[src/rtl/prc_pkg.sv]
// prc_pkg: shared widths, types and the factorial table for the permutation rank unit
// no dependencies; used by every module under rtl
package prc_pkg;

   localparam int SLOTS           = 12;   // elements held by one input item
   localparam int ELEM_W          = 4;
   localparam int LEN_W           = 4;
   localparam int PACKED_W        = SLOTS * ELEM_W;
   localparam int RANK_W          = 29;
   localparam int MASK_W          = 1 << ELEM_W;
   localparam int GROUP_SIZE      = 3;    // products summed per adder group
   localparam int MAX_LEN_DEFAULT = 12;

   localparam logic [LEN_W-1:0]  LEN_RESET  = 4'd12;
   localparam logic [RANK_W-1:0] RANK_LIMIT = 29'd479001600;   // 12!

   typedef logic [ELEM_W-1:0]            elem_type;
   typedef elem_type [SLOTS-1:0]         elem_vec_type;
   typedef logic [RANK_W-1:0]            rank_type;
   typedef rank_type [SLOTS-1:0]         rank_vec_type;

   typedef struct packed {
      logic             valid;
      logic             bad;
      logic [LEN_W-1:0] len;
   } stage_ctl_type;

   function automatic rank_type fact_of(input logic [LEN_W-1:0] k);
      rank_type f;
      case (k)
         4'd0:    f = 29'd1;
         4'd1:    f = 29'd1;
         4'd2:    f = 29'd2;
         4'd3:    f = 29'd6;
         4'd4:    f = 29'd24;
         4'd5:    f = 29'd120;
         4'd6:    f = 29'd720;
         4'd7:    f = 29'd5040;
         4'd8:    f = 29'd40320;
         4'd9:    f = 29'd362880;
         4'd10:   f = 29'd3628800;
         4'd11:   f = 29'd39916800;
         4'd12:   f = 29'd479001600;
         default: f = 29'd0;
      endcase
      return f;
   endfunction

endpackage

[src/rtl/prc_lehmer.sv]
// prc_lehmer: lehmer digits and permutation check, one register stage
// depends on prc_pkg
module prc_lehmer (
   input  logic                  clock,
   input  logic                  reset,
   input  logic                  adv,
   input  prc_pkg::stage_ctl_type in_ctl,
   input  prc_pkg::elem_vec_type  in_elem,
   output prc_pkg::stage_ctl_type out_ctl,
   output prc_pkg::elem_vec_type  out_digit
);

   logic [prc_pkg::SLOTS-1:0][prc_pkg::SLOTS-1:0] less_mat;
   logic [prc_pkg::MASK_W-1:0] seen_mask;
   logic [prc_pkg::MASK_W-1:0] full_mask;
   logic                       bad_in;
   prc_pkg::elem_vec_type      digit_in;
   prc_pkg::elem_vec_type      digit_ff;
   prc_pkg::stage_ctl_type     ctl_ff;

   // less_mat[p][q]: an earlier element q is smaller than element p
   always_comb begin
      less_mat = '0;
      for (int p = 0; p < prc_pkg::SLOTS; p++) begin
         for (int q = 0; q < p; q++) begin
            less_mat[p][q] = in_elem[q] < in_elem[p];
         end
      end
   end

   assign full_mask = (prc_pkg::MASK_W'(1) << in_ctl.len) - prc_pkg::MASK_W'(1);

   always_comb begin
      seen_mask = '0;
      bad_in    = in_ctl.bad;
      for (int p = 0; p < prc_pkg::SLOTS; p++) begin
         if (prc_pkg::LEN_W'(p) < in_ctl.len) begin
            digit_in[p] = in_elem[p] - prc_pkg::ELEM_W'($countones(less_mat[p]));
            seen_mask   = seen_mask | (prc_pkg::MASK_W'(1) << in_elem[p]);
            if (prc_pkg::LEN_W'(in_elem[p]) >= in_ctl.len) begin
               bad_in = 1'b1;
            end
         end else begin
            digit_in[p] = '0;
         end
      end
      // in range and covering every value means no repeats
      if (seen_mask != full_mask) begin
         bad_in = 1'b1;
      end
   end

   always_ff @(posedge clock) begin
      if (reset) begin
         ctl_ff <= '0;
      end else if (adv) begin
         ctl_ff.valid <= in_ctl.valid;
         ctl_ff.bad   <= bad_in;
         ctl_ff.len   <= in_ctl.len;
      end
   end

   always_ff @(posedge clock) begin
      if (adv) begin
         digit_ff <= digit_in;
      end
   end

   assign out_ctl   = ctl_ff;
   assign out_digit = digit_ff;

endmodule

[config.mk]
export PLATFORM = sky130hd
export DESIGN_NAME = prc_lehmer
export DESIGN_NICKNAME = d
export VERILOG_FILES = /design/src/rtl/prc_pkg.sv /design/src/rtl/prc_lehmer.sv
export SDC_FILE = /design/constraint.sdc
export NUM_CORES = 1
export LEC_CHECK = 0
export BUFFER_PORTS_ARGS = -buffer_cell sky130_fd_sc_hd__buf_2
export CORE_ASPECT_RATIO = 1.25
export CORE_MARGIN = 3
export CORE_UTILIZATION = 50
export DETAILED_ROUTE_END_ITERATION = 16
export GPL_TIMING_DRIVEN = 0
export PLACE_DENSITY = 0.8
export SLEW_MARGIN = 0
export SYNTH_ARGS = -nofsm -noshare
export SYNTH_HDL_FRONTEND = slang
export SYNTH_SLANG_ARGS = --single-unit
export TNS_END_PERCENT = 30
[constraint.sdc]
create_clock -name clock -period 8.7 [get_ports clock]
set_clock_uncertainty 0.15 [all_clocks]
set_input_delay 1.74 -clock clock [delete_from_list [all_inputs] [get_ports clock]]
set_output_delay 1.74 -clock clock [all_outputs]
set_load 0.03 [all_outputs]
==> results_dict.tcl <==
set metrics [dict create \
    crit_type "primary input to register" \
    syn_inst 1411 \
    fin_util_pct 55.7 \
    cts_max_path_buffers 2 \
    h-tree-depth 2 \
    num_vias 11929 \
    antenna_found_initial 1 \
    yosys_warnings 0 \
    min_period_ns 7.16 \
    drc_errors 0 \
    ctsHoldBuffers 0 \
    root_buffer "clkbuf_16" \
    grt_pass1_wl_mm 69.7 \
    worst_pin_slew_ns 1.25 \
    firstDrtPassIters 5 \
    synth_fp_nets 1833 \
    vias_per_cell 6.43 \
    seq_area_frac_synth_pct 12.4 \
    register_area_sq_mm 0.00156 \
    syn_to_final_growth_pct 8.89 \
    hp-class "register to register" \
    total_power_mw 2.72 \
    antenna_cells 0 \
    maxSlewViolCount 0 \
    setup_tns_ns 0 \
    mostFrequentLayoutCell "ha_1" \
    start_util_pct 51.2 \
    finalCritPeriodShare_pct 82.2 \
    syn_area_per_cell_sq_um 8.95 \
    outcome "finished clean" \
    finalHoldViolCount 0 \
    ant_nets 0 \
    cts_buffers 5 \
    end_kind "register" \
    place_congestion 1.02 \
    yosysUniqueCellTypes 79 \
    nFillCells 2304 \
    ys.flop_type "edfxtp_1" \
    maxCapViolations 0 \
    setup_viol_count_final 0 \
    wl_per_cell_um 24.7 \
    critical_path_arrival_ns 7.09 \
    nets 1947 \
    layout-drive-gt1-share_pct 10.9 \
    fmax_mhz 140 \
    die_w_um 148 \
    clk_latency_ns 0.32 \
    synth_area_sq_mm 0.0126 \
    p_leak_nw 6.37 \
    relSlewSlack_pct 16.7 \
    drt_iter0_markers 793 \
    async_reset_ff_share_pct 0 \
    critPathMaxFanout 11 \
    ctsResizeCount 0 \
    mostFrequentLayoutCells "297 x ha_1, 119 x inv_1, 115 x buf_2, 107 x nand2b_1, 79 x o21ai_0" \
    dieHeight_um 184 \
    clk_pin_slew_ns 0.08 \
    clock-sinks 54 \
    rrSetupSlack_ns 7.84 \
    grt_max_degree 50 \
    placeableCoreArea_sq_mm 0.0247 \
    ios 111 \
    multi_input_area_sq_mm 0.0103 \
    grt_pass1_vias 11966 \
    hold_ws_ns 0.348 \
    rsz0062_at_grt "no" \
    power_density_mw_per_mm2 198 \
    start_kind "primary input" \
    crit_required_ns 8.63 \
    die-area_sq_mm 0.0272 \
    synth_edf_count 48 \
    wl_mm 45.9 \
    ir_worst_vdd_mv 0.194 \
    postCtsSetupBuffers 0 \
    synth.ff_latch_count 54 \
    numPortBuffers 107 \
    grt_overflow 0 \
    track_usage_pct 33.6 \
    cts_tree "yes" \
    dp_hpwl_mm 35.2 \
    rows 64 \
]
## metrics by stage
step | area (sq um) | instances | worst slack [ns]
final | 13700 | 1856 | 1.54
after global routing | 13700 | 1856 | 1.19
after CTS | 13700 | 1856 | 1.64
after detailed placement | 13600 | 1848 | 1.32
after global placement | 13600 | 1848 | 1.42
after floorplan | 12600 | 1411 | 2.06
## layout make-up
type,count,area share (%)
clock buffers,5,0.910
multi-input cells,1183,75.2
inverters,123,3.36
clock inverters,3,0.355
well taps,330,3.00
flip-flops and latches,54,11.4
repair buffers,107,3.89
plain buffers,51,1.93
## worst max-delay path: stages
cell and delay, ns:
buf_2 0.10, clkbuf_1 0.24, inv_1 0.21, clkbuf_1 0.90, a21boi_0 0.20, o21ai_0 0.20
nand2b_1 0.08, a21oi_1 0.20, fa_1 0.43, inv_1 0.08, fa_1 0.44, xor2_1 0.30
inv_1 0.10, fa_1 0.53, inv_1 0.05, ha_1 0.16, or2_2 0.32, ha_1 0.28
a21o_1 0.16, a21oi_1 0.16, xnor2_1 0.13, nor2_1 0.05
## cells in the mapped netlist, types with 8 or more instances
| library cell | n | share of area (%) |
|---|---|---|
| o21a_1 | 35 | 2.1 |
| a21oi_1 | 59 | 2.3 |
| edfxtp_1 | 48 | 11 |
| nand2_1 | 28 | 0.83 |
| clkbuf_1 | 30 | 0.89 |
| a21o_1 | 32 | 1.9 |
| buf_2 | 8 | 0.32 |
| nand3_1 | 12 | 0.48 |
| xnor2_1 | 40 | 2.8 |
| fa_1 | 68 | 11 |
| nor3_1 | 67 | 2.7 |
| nand2b_1 | 107 | 5.3 |
| ha_1 | 297 | 29 |
| inv_1 | 119 | 3.5 |
| o21ai_0 | 79 | 3.1 |
| a211oi_1 | 12 | 0.71 |
| nor4_1 | 37 | 1.8 |
| or2_2 | 10 | 0.50 |
| mux2i_1 | 9 | 0.71 |
| o22ai_1 | 18 | 0.89 |
| a21boi_0 | 67 | 4.0 |
| xor2_1 | 9 | 0.62 |
| nor2_1 | 77 | 2.3 |
## logic make-up (layout without fill, tap and decap cells)
family	after synthesis	in the layout	share of synthesized area [%]
mux	11	11	0.892
compound gates	369	369	20.5
xor+xnor	49	49	3.40
buf+inv	174	289	5.76
flops	54	54	12.4
fa+ha+maj	365	365	40.2
simple gates	389	389	16.9
## sequential cells by signal (all words and copies together) (netlist names)
| name | cells |
|---|---|
| out_digit | 48 |
| out_ctl | 6 |
## worst paths after layout
kind / start / to / cells past startpoint
hold / removal: out_ctl[3] / out_ctl[3] / 2
setup reg to reg: out_ctl[4] / out_ctl[4] / 2
setup / recovery: in_elem[4] / out_digit[43] / 22
hold reg to reg: out_ctl[3] / out_ctl[3] / 2
## routing by layer
metal	wire length (um)	up-vias	track usage, %	share of wire, %
li1	-	5396	-	-
met1	18000	5751	41.9	39
met2	21100	612	55.4	46
met3	3810	168	5.38	8.3
met4	2960	2	19.0	6.4
met5	16	-	0	0.035
## report_power, final
part	internal, mW	switching [mW]
logic	0.856	1.18
clock network	0.139	0.124
registers	0.405	0.0169
total	1.40	1.32
Note: power is estimated with default switching activity, not from simulation.
