==> src/rtl/prc_pkg.sv <==
// prc_pkg: shared widths, types and the factorial table for the permutation rank unit
// no dependencies; used by every module under rtl
package prc_pkg;

   localparam int SLOTS           = 12;   // elements held by one input item
   localparam int ELEM_W          = 4;
   localparam int LEN_W           = 4;
   localparam int PACKED_W        = SLOTS * ELEM_W;
   localparam int RANK_W          = 29;
   localparam int MASK_W          = 1 << ELEM_W;
   localparam int GROUP_SIZE      = 3;    // products summed per adder group
   localparam int MAX_LEN_DEFAULT = 12;

   localparam logic [LEN_W-1:0]  LEN_RESET  = 4'd12;
   localparam logic [RANK_W-1:0] RANK_LIMIT = 29'd479001600;   // 12!

   typedef logic [ELEM_W-1:0]            elem_type;
   typedef elem_type [SLOTS-1:0]         elem_vec_type;
   typedef logic [RANK_W-1:0]            rank_type;
   typedef rank_type [SLOTS-1:0]         rank_vec_type;

   typedef struct packed {
      logic             valid;
      logic             bad;
      logic [LEN_W-1:0] len;
   } stage_ctl_type;

   function automatic rank_type fact_of(input logic [LEN_W-1:0] k);
      rank_type f;
      case (k)
         4'd0:    f = 29'd1;
         4'd1:    f = 29'd1;
         4'd2:    f = 29'd2;
         4'd3:    f = 29'd6;
         4'd4:    f = 29'd24;
         4'd5:    f = 29'd120;
         4'd6:    f = 29'd720;
         4'd7:    f = 29'd5040;
         4'd8:    f = 29'd40320;
         4'd9:    f = 29'd362880;
         4'd10:   f = 29'd3628800;
         4'd11:   f = 29'd39916800;
         4'd12:   f = 29'd479001600;
         default: f = 29'd0;
      endcase
      return f;
   endfunction

endpackage

==> src/rtl/prc_sum.sv <==
// prc_sum: two-stage adder tree over the weighted digits and the result register
// depends on prc_pkg
module prc_sum (
   input  logic                   clock,
   input  logic                   reset,
   input  logic                   adv,
   input  prc_pkg::stage_ctl_type in_ctl,
   input  prc_pkg::rank_vec_type  in_prod,
   output logic                   out_valid,
   output logic                   out_bad,
   output prc_pkg::rank_type      out_rank
);

   localparam int GROUPS = (prc_pkg::SLOTS + prc_pkg::GROUP_SIZE - 1) / prc_pkg::GROUP_SIZE;

   prc_pkg::rank_type [GROUPS-1:0] group_in;
   prc_pkg::rank_type [GROUPS-1:0] group_ff;
   prc_pkg::stage_ctl_type         ctl_ff;
   prc_pkg::rank_type              total_in;
   prc_pkg::rank_type              rank_ff;
   logic                           valid_ff;
   logic                           bad_ff;

   always_comb begin
      group_in = '0;
      for (int p = 0; p < prc_pkg::SLOTS; p++) begin
         group_in[p / prc_pkg::GROUP_SIZE] = group_in[p / prc_pkg::GROUP_SIZE] + in_prod[p];
      end
   end

   always_comb begin
      total_in = '0;
      for (int g = 0; g < GROUPS; g++) begin
         total_in = total_in + group_ff[g];
      end
   end

   always_ff @(posedge clock) begin
      if (reset) begin
         ctl_ff   <= '0;
         valid_ff <= 1'b0;
         bad_ff   <= 1'b0;
      end else if (adv) begin
         ctl_ff   <= in_ctl;
         valid_ff <= ctl_ff.valid;
         bad_ff   <= ctl_ff.bad;
      end
   end

   always_ff @(posedge clock) begin
      if (adv) begin
         group_ff <= group_in;
         rank_ff  <= ctl_ff.bad ? '0 : total_in;
      end
   end

   assign out_valid = valid_ff;
   assign out_bad   = bad_ff;
   assign out_rank  = rank_ff;

endmodule
==> config.mk <==
export PLATFORM = sky130hd
export DESIGN_NAME = prc_sum
export DESIGN_NICKNAME = d
export VERILOG_FILES = /design/src/rtl/prc_pkg.sv /design/src/rtl/prc_sum.sv
export SDC_FILE = /design/constraint.sdc
export NUM_CORES = 1
export LEC_CHECK = 0
export ABC_CLOCK_PERIOD_IN_PS = 6010
export BUFFER_PORTS_ARGS = -buffer_cell sky130_fd_sc_hd__clkbuf_2
export CELL_PAD_IN_SITES_DETAIL_PLACEMENT = 1
export CELL_PAD_IN_SITES_GLOBAL_PLACEMENT = 1
export CORE_MARGIN = 2
export CORE_UTILIZATION = 46
export DETAILED_ROUTE_END_ITERATION = 8
export PLACE_DENSITY_LB_ADDON = 0.1
export SYNTH_ARGS = -nofsm -noshare
export SYNTH_HDL_FRONTEND = slang
export SYNTH_SLANG_ARGS = --single-unit
==> constraint.sdc <==
create_clock -name clock -period 6.01 [get_ports clock]
set_clock_uncertainty 0.1 [all_clocks]
set_input_delay 1.202 -clock clock [delete_from_list [all_inputs] [get_ports clock]]
set_output_delay 1.202 -clock clock [all_outputs]
set_load 0.01 [all_outputs]
==> flow_summary_export.csv, run 1 <==
group,metric,value,unit
outcome,status,"finished, final reports clean",
setup_path,crit_chain,"clkbuf_2 > fa_1 > ha_1 > fa_1 > a21o_1 > a221oi_2 > a21oi_2 > o21ai_2 > a21boi_1 > or4_1 > a31oi_2 > o21ai_1 > xor2_1",
clock_network,insertion_delay,0.44,ns
timing,max_slew_margin,0.291,
synth,yosysWarnings,0,
synth,synthTopCellsByCount,"206 x inv_1, 172 x fa_1, 145 x edfxtp_1, 136 x ha_1, 98 x a21oi_1",
synth,synth_most_common_cell,"inv_1",
global_routing,grt_max_degree,77,
route,finalWirelength,41.2,mm
setup_path,required,6.08,ns
setup_path,cp-end-kind,"flop",
synth,synth.avg_cell_area,10.8,sq um
clock_network,cts_made_buffers,17,
power,p_leak,8.66,nW
synth,syn_area,15100,sq um
die,die_area,34200,sq um
die,num_rows,66,
route,via_count,11700,
cells_and_area,layout-drive-gt1-share,0.240,
synth,syn_inst,1395,
clock_network,cts-resized-gates,0,
cells_and_area,final_area,18100,sq um
die,die_y,185,um
setup_path,startpoint_type,"primary input",
place,placed_area,17500,sq um
synth,async_flop_share,0,
place,gp_congestion,0.852,
setup_path,crit_type,"in -> reg",
timing,setup-tns-final,0,ns
setup_path,r2r_slack,1.46,ns
cells_and_area,nets,2455,
synth,synth_ff_type,"edfxtp_1",
setup_path,cp_max_fo,4,
synth,syn_nets,2060,
global_routing,antenna_found_initial,0,
synth,yosysUniqueCellTypes,67,
cells_and_area,fill_cells,3636,
setup_path,crit_slowest_cell,"fa_1",
setup_path,crit_arrival,4.66,ns
clock_network,hold_buffers,0,
power,p_per_area,550,nW/um^2
global_routing,grt_pass1_vias,12800,
power,peakVddDrop,0.000305,V
global_routing,grt_util_met1,0.340,
worst_hold_path,worstHoldPathType,"reg -> reg",
die,die_w,185,um
global_routing,track_usage,0.250,
timing,setup_violations,0,
route,wire_per_inst,18.4,um
route,ant_nets,0,
clock_network,cts_buffer_depth,2,
clock_network,postCtsSetupBuffers,0,
synth,yosys-top-cells-area,"edfxtp_1 29%, fa_1 23%, ha_1 11%, xnor2_1 5.4%, inv_1 5.1%",
synth,seq_area_frac_synth,0.294,
clock_network,cts.sinks,149,
timing,fmax,218,MHz
cells_and_area,syn2layout_area_growth,20.3,%
global_routing,gr-total-overflow,0,
clock_network,cts_root_buf,"clkbuf_16",
run,cap_viol_max_count,0,
route,routed_via_density,5.19,
synth,synth-edff-count,145,
synth,netlist.area_leader.share,0.289,
route,drt_iter0_drc,404,
timing,hold_viol,0,
clock_network,h-tree-depth,4,
timing,fin_crit,4.59,ns
global_routing,met3_usage,0.0344,
setup_path,worst_path_most_repeated_cell,"fa_1",
timing,max_slew.worst_pin.slew,1.06,ns
cells_and_area,multiInputGateArea,9830,sq um
synth,yosysTopAreaCell,"edfxtp_1",
cells_and_area,antennaDiodeCount,0,
die,start_util,0.466,
timing,rsz0062_at_grt,"false",
place,numPortBuffers,383,
die,core_area,32400,sq um
route,drc,0,
place,dp_hpwl,35.4,mm
global_routing,grt_pass1_wl,65.4,mm
synth,ys_seq_elements,149,
timing,final_max_slew_viol_count,0,
clock_network,cts_tree,"yes",
cells_and_area,final-seq-area,4430,sq um
timing,fin_crit_sh,0.763,
global_routing,busiest_layer,"met2",
die,ioPinCount,388,
clock_network,clkSlewWorstSetupHoldPaths,0.06,ns
setup_path,critPathMaxStageDelay,0.48,ns
global_routing,use_met2,0.433,
route,firstDrtPassIters,5,
[critical path: cells and delay by family]
| family | cells | cell delay (ns) |
|---|---|---|
| adders and majority gates | 3 | 1.19 |
| AOI/OAI and AO/OA | 7 | 1.57 |
| buffers and inverters | 1 | 0.10 |
| and+or+nand+nor | 1 | 0.43 |
| xor gates and xnor gates | 1 | 0.17 |
[power breakdown]
part	internal (W)	total, W	switching, W
Clock	0.000658	0.00113	0.000469
Combinational	0.00289	0.00688	0.00399
Sequential	0.00184	0.00196	0.000120
Total	0.00539	0.00997	0.00458
[sequential cells by signal, summed over array words and instances, names as in the netlist]
signal,flops
out_valid,1
out_rank,29
group_ff,116
ctl_ff,2
out_bad,1
[layout make-up]
cell class              count  share of cell area
multi-input cells        1031               0.542
flip-flops and latches    149               0.245
repair buffers            385               0.107
inverters                 206              0.0426
well taps                 442              0.0305
clock buffers              18              0.0237
clock inverters            14             0.00959
[layout by cell type (no fill, tap or decap), types with 4 or more instances in the layout]
| cell type | n |
|---|---|
| ha_1 | 136 |
| and2_1 | 4 |
| and4_1 | 6 |
| inv_1 | 206 |
| o21bai_1 | 18 |
| o211ai_1 | 5 |
| nor3_1 | 14 |
| nand4_1 | 6 |
| edfxtp_1 | 145 |
| xor2_1 | 41 |
| nor2b_1 | 16 |
| a41oi_1 | 4 |
| or3_1 | 8 |
| a21o_1 | 57 |
| o21a_1 | 24 |
| o31ai_1 | 11 |
| clkbuf_16 | 17 |
| o21ai_0 | 41 |
| inv_6 | 4 |
| xnor2_1 | 93 |
| a211oi_1 | 14 |
| nand2_1 | 39 |
| mux2i_1 | 4 |
| clkbuf_2 | 382 |
| fa_1 | 172 |
| dfxtp_1 | 4 |
| nor2_1 | 95 |
| nand2b_1 | 13 |
| o21ai_1 | 6 |
| a31oi_1 | 10 |
| a21boi_0 | 4 |
| and3_1 | 15 |
| a211o_1 | 6 |
| a21oi_1 | 98 |
| nand3_1 | 23 |
[through the flow]
step | instances | util | hold WS [ns] | worst slack (ns) | total power (W)
2_1_floorplan | 1395 | - | 0.360 | 1.57 | 0.00693
3_5_place_dp | 2213 | 0.542 | 0.396 | 1.03 | 0.00880
3_3_place_gp | 2213 | 0.542 | 0.373 | 1.14 | 0.00856
5_1_grt | 2245 | 0.560 | 0.446 | 1.08 | 0.0110
6_report | 2245 | 0.560 | 0.398 | 1.42 | 0.00997
4_1_cts | 2245 | 0.560 | 0.411 | 1.42 | 0.0100
[per-layer routing]
metal / routed length, um / part of all wire
met2: 20100 / 0.49
met5: 0 / 0
met3: 1820 / 0.044
met4: 322 / 0.0078
met1: 19000 / 0.46
[worst paths after layout]
| kind | startpoint | to | cells past startpoint |
|---|---|---|---|
| setup / recovery | in_prod[175] | group_ff[85] | 13 |
| hold / removal | out_valid | out_valid | 2 |
| setup reg to reg | group_ff[59] | out_rank[25] | 15 |
| hold reg to reg | out_valid | out_valid | 2 |
[logic make-up after synthesis]
family | Yosys count | synth area share
flip-flops | 149 | 0.294
buffers and inverters | 215 | 0.0535
XOR/XNOR | 134 | 0.0779
adder cells (fa/ha/maj) | 308 | 0.341
AND/OR/NAND/NOR | 253 | 0.0824
multiplexers | 4 | 0.00266
AO/OA/AOI/OAI | 332 | 0.148
No activity file was read; power rests on OpenSTA's default activity.
==> run 2, diff against run 1 <==
- ABC_CLOCK_PERIOD_IN_PS: 6010 -> 4200
- CORE_UTILIZATION: 46 -> 38
- clock period: 6.01 -> 4.2 ns (I/O delays scaled with it)
==> flow_summary_export.csv, run 2 (synthesis results as in run 1) <==
group,metric,value,unit
timing,rsz0062_at_grt,"true",
global_routing,grt_util_met1,0.288,
route,wire_per_inst,17.6,um
cells_and_area,antennaDiodeCount,0,
global_routing,met3_usage,0.0307,
clock_network,cts.sinks,149,
timing,setup_violations,0,
timing,final_max_slew_viol_count,0,
route,via_count,11600,
clock_network,insertion_delay,0.44,ns
cells_and_area,fill_cells,4433,
power,clockPowerShare,0.107,
place,dpl.cell_count,2325,
timing,fin_crit,4.14,ns
cells_and_area,syn2layout_area_growth,23.3,%
route,finalWirelength,41.6,mm
outcome,status,"finished, final reports clean",
timing,setup_slack,0.0640,ns
power,p_comb_frac,0.703,
run,cap_viol_max_count,0,
die,core_area,38900,sq um
route,drc,0,
worst_hold_path,worstHoldPathType,"reg -> reg",
die,die_w,203,um
die,die_y,203,um
clock_network,cts_made_buffers,17,
timing,fmax,242,MHz
cells_and_area,largest-register,"group_ff",
cells_and_area,layout-drive-gt1-share,0.260,
global_routing,antenna_found_initial,0,
setup_path,startpoint_type,"flop",
clock_network,cts_tree,"yes",
cells_and_area,fin_cells,2359,
setup_path,required,4.33,ns
global_routing,gr-total-overflow,0,
setup_path,crit_type,"reg -> reg",
setup_path,cp_max_fo,3,
global_routing,busiest_layer,"met2",
route,drt_iter0_drc,397,
cells_and_area,mostFrequentLayoutCells,"382 x clkbuf_2, 206 x inv_1, 171 x fa_1",
global_routing,grt_pass1_vias,12800,
die,ioPinCount,388,
place,gp_congestion,0.862,
power,p_sw,0.00672,W
timing,max_slew.worst_pin.slew,0.534,ns
global_routing,track_usage,0.206,
clock_network,clkSlewWorstSetupHoldPaths,0.06,ns
route,routed_via_density,4.92,
place,numPortBuffers,383,
route,firstDrtPassIters,4,
cells_and_area,final_common_cell,"clkbuf_2",
cells_and_area,nets,2493,
clock_network,h-tree-depth,4,
timing,hold_viol,0,
place,dp_worst_setup_slack,-0.252,ns
setup_path,crit_arrival,4.26,ns
clock_network,cts_root_buf,"clkbuf_16",
global_routing,grt_pass1_wl,65.9,mm
cells_and_area,post-route-util,0.477,
timing,fin_crit_sh,0.985,
place,dp_hpwl,36.1,mm
power,p_leak,8.86,nW
global_routing,grt_max_degree,65,
die,die_area,41300,sq um
power,peakVddDrop,0.000411,V
timing,worst_hold_slack,0.398,ns
cells_and_area,multiInputGateArea,9900,sq um
timing,max_slew_margin,0.644,
die,start_util,0.387,
cells_and_area,final-seq-area,4430,sq um
power,total_power,0.0148,W
power,p_per_area,798,nW/um^2
die,num_rows,72,
route,ant_nets,0,
clock_network,cts_buffer_depth,2,
power,pwr-share-seq,0.190,
power,internal-power,0.00810,W
cells_and_area,largest_register_ffs,116,
global_routing,use_met2,0.342,
power,swShare,0.454,
setup_path,cp-end-kind,"flop",
## run 2: power by group through the flow
stage,combinational (W),sequential [W],clock (W)
global placement,0.00986,0.00283,0
finish,0.0104,0.00281,0.00158
CTS,0.0102,0.00282,0.00162
detailed placement,0.0101,0.00284,0
floorplan,0.00707,0.00284,0
global route,0.0118,0.00286,0.00166
## run 2: path summary, 6_finish.rpt
kind | start | end | slack [ns] | cells after the start
worst max-delay path | group_ff[1] | out_rank[27] | 0.06 | 16
worst min-delay path | ctl_ff[5] | ctl_ff[5] | 0.40 | 2
worst max register to register | group_ff[1] | out_rank[27] | 0.06 | 16
worst min register to register | ctl_ff[5] | ctl_ff[5] | 0.40 | 2
## run 2: worst max-delay path, stage by stage (launching register included)
cell and delay (ns):
edfxtp_1 0.34, inv_1 0.06, fa_1 0.50, fa_1 0.50
inv_1 0.05, ha_2 0.18, fa_2 0.37, a21oi_2 0.18
o21bai_2 0.11, a2111oi_4 0.40, nor3_2 0.10, nor4_2 0.25
buf_4 0.16, nor2_1 0.08, nand4b_1 0.17, a31oi_1 0.10
nor3_1 0.29
## run 2: final cells by class
type | count | share of cell area
Multi-Input combinational cell | 1031 | 0.533
Clock inverter | 12 | 0.00828
Clock buffer | 20 | 0.0235
Inverter | 206 | 0.0416
Timing Repair Buffer | 423 | 0.120
Tap cell | 518 | 0.0349
Sequential cell | 149 | 0.239
## run 2: per-layer routing
metal  share of wire  vias to the layer above
met2            0.47                      261
met4          0.0092                        0
li1                -                     5698
met5               0                        -
met1            0.48                     5626
met3           0.043                       24
## run 2: through the flow
stage          setup TNS, ns  cell area (sq um)
2_1_floorplan              0              15100
3_3_place_gp           -1.42              17900
3_5_place_dp           -2.08              17900
4_1_cts                    0              18500
5_1_grt               -0.374              18600
6_report                   0              18600
## run 2: repair_timing
action | 4_1_cts | 5_1_grt
hold buffers | 0 | 0
gates cloned | 0 | 0
resized for setup | 2 | 11
setup endpoints to repair | 7 | 10
buffers inserted | 0 | 2
pin swaps | 4 | 10
==> run 3, diff against run 2 <==
- CORE_MARGIN: 2 -> default
- CTS_BUF_LIST: default -> sky130_fd_sc_hd__clkbuf_16
- PLACE_DENSITY: default -> 0.83
- PLACE_DENSITY_LB_ADDON: 0.1 -> default
==> flow_summary_export.csv, run 3 (synthesis results as in run 1) <==
group,metric,value,unit
outcome,status,"finished, final reports clean",
global_routing,grt_pass1_vias,13500,
setup_path,required,4.29,ns
place,dpl.cell_count,2330,
cells_and_area,mostFrequentLayoutCells,"382 x clkbuf_2, 206 x inv_1, 171 x fa_1",
cells_and_area,largest_register_ffs,116,
cells_and_area,final_area,18600,sq um
setup_path,crit_arrival,4.19,ns
timing,max_slew.worst_pin.slew,0.666,ns
global_routing,grt_max_degree,66,
worst_hold_path,worstHoldPathType,"reg -> reg",
clock_network,hold_buffers,0,
route,drc,0,
setup_path,path_delay_family,"compound AO/OA/AOI/OAI gates",
timing,setup_violations,0,
timing,fmax,244,MHz
global_routing,gr-total-overflow,0,
timing,fin_crit_sh,0.976,
setup_path,critPathMaxStageDelay,0.48,ns
route,via_count,12000,
cells_and_area,antennaDiodeCount,0,
setup_path,crit_type,"in -> reg",
clock_network,cts.sinks,149,
route,wire_per_inst,18.8,um
place,gp_congestion,0.856,
power,p_leak,8.88,nW
cells_and_area,syn2layout_area_growth,23.6,%
route,drt_iter0_drc,457,
setup_path,cp-end-kind,"flop",
clock_network,cts_buffer_depth,2,
cells_and_area,final_common_cell,"clkbuf_2",
timing,rsz0062_at_grt,"false",
place,dp_worst_setup_slack,-0.373,ns
timing,hold_viol,0,
die,num_rows,72,
cells_and_area,final-seq-area,4430,sq um
global_routing,antenna_found_initial,0,
global_routing,grt_pass1_wl,70.7,mm
setup_path,crit_chain,"clkbuf_2 > fa_1 > ha_1 > fa_1 > a21o_1 > a221oi_4 > a21oi_2 > o21ai_2 > a21boi_1 > or4_1 > a31oi_4 > o21ai_1 > xor2_1",
die,die_area,40500,sq um
timing,max_slew_margin,0.556,
route,ant_nets,0,
global_routing,track_usage,0.224,
cells_and_area,layout-drive-gt1-share,0.262,
setup_path,worst_path_most_repeated_cell,"fa_1",
clock_network,cts_tree,"yes",
die,die_w,201,um
clock_network,insertion_delay,0.44,ns
timing,setup_slack,0.102,ns
timing,final_max_slew_viol_count,0,
setup_path,cp_max_fo,4,
run,cap_viol_max_count,0,
cells_and_area,post-route-util,0.479,
route,routed_via_density,5.07,
route,finalWirelength,44.4,mm
place,dp_hpwl,38.2,mm
power,p_per_area,804,nW/um^2
power,total_power,0.0150,W
setup_path,startpoint_type,"primary input",
clock_network,clkSlewWorstSetupHoldPaths,0.07,ns
route,firstDrtPassIters,5,
place,placed_area,17900,sq um
setup_path,crit_slowest_cell,"fa_1",
clock_network,cts_made_buffers,17,
die,start_util,0.387,
timing,fin_crit,4.10,ns
die,core_area,38900,sq um
cells_and_area,largest-register,"group_ff",
cells_and_area,multiInputGateArea,9920,sq um
cells_and_area,fin_cells,2362,
cells_and_area,fill_cells,4532,
die,ioPinCount,388,
power,peakVddDrop,0.000431,V
clock_network,h-tree-depth,4,
die,die_y,201,um
setup_path,cp_num_buf_inv,1,
place,numPortBuffers,383,
clock_network,postCtsSetupBuffers,0,
cells_and_area,nets,2496,
clock_network,cts_root_buf,"clkbuf_16",
[run 3: tightest hold or removal path: cells and delay by family, from the launching register on]
kind | cells | cell delay (ns)
flip-flops | 1 | 0.33
AND/OR/NAND/NOR | 1 | 0.08
multiplexers | 1 | 0.07
[run 3: what timing repair did]
item / 4_1_cts / 5_1_grt
gates cloned: 0 / 0
endpoints found under the setup margin: 8 / 13
pin swaps: 4 / 1
resized for setup: 3 / 14
hold endpoints to repair: 0 / 0
[run 3: area by class of cell]
type / count / area share
inverters: 206 / 0.0415
multi-input cells: 1031 / 0.532
clock buffers: 17 / 0.0228
clock inverters: 15 / 0.00953
flip-flops and latches: 149 / 0.238
repair buffers: 426 / 0.121
well taps: 518 / 0.0348
[run 3: worst paths after layout]
path	from	to	slack, ns	cells after the start
worst max register to register	group_ff[44]	out_rank[28]	0.22	15
worst min-delay path	ctl_ff[5]	ctl_ff[5]	0.41	2
worst max-delay path	in_prod[175]	group_ff[85]	0.10	13
worst min register to register	ctl_ff[5]	ctl_ff[5]	0.41	2
[run 3: power by group]
| group | switching [W] | total [W] | leakage [nW] | internal, W |
|---|---|---|---|---|
| Sequential | 0.000174 | 0.00281 | 1.46 | 0.00263 |
| Combinational | 0.00602 | 0.0106 | 7.14 | 0.00454 |
| Clock | 0.000673 | 0.00161 | 0.286 | 0.000938 |
[run 3: stage by stage]
stage,hold WS [ns],setup TNS [ns]
final,0.406,0
after global routing,0.461,0
after CTS,0.416,0
after detailed placement,0.398,-3.05
after global placement,0.374,-2.22
after floorplan,0.360,0
[run 3: routing by layer]
| layer | GRT usage | vias to the layer above | routed length (um) |
|---|---|---|---|
| li1 | - | 5712 | - |
| met5 | 0 | - | 0 |
| met3 | 0.0269 | 63 | 1400 |
| met2 | 0.394 | 283 | 22500 |
| met1 | 0.287 | 5918 | 19500 |
| met4 | 0.0641 | 0 | 983 |
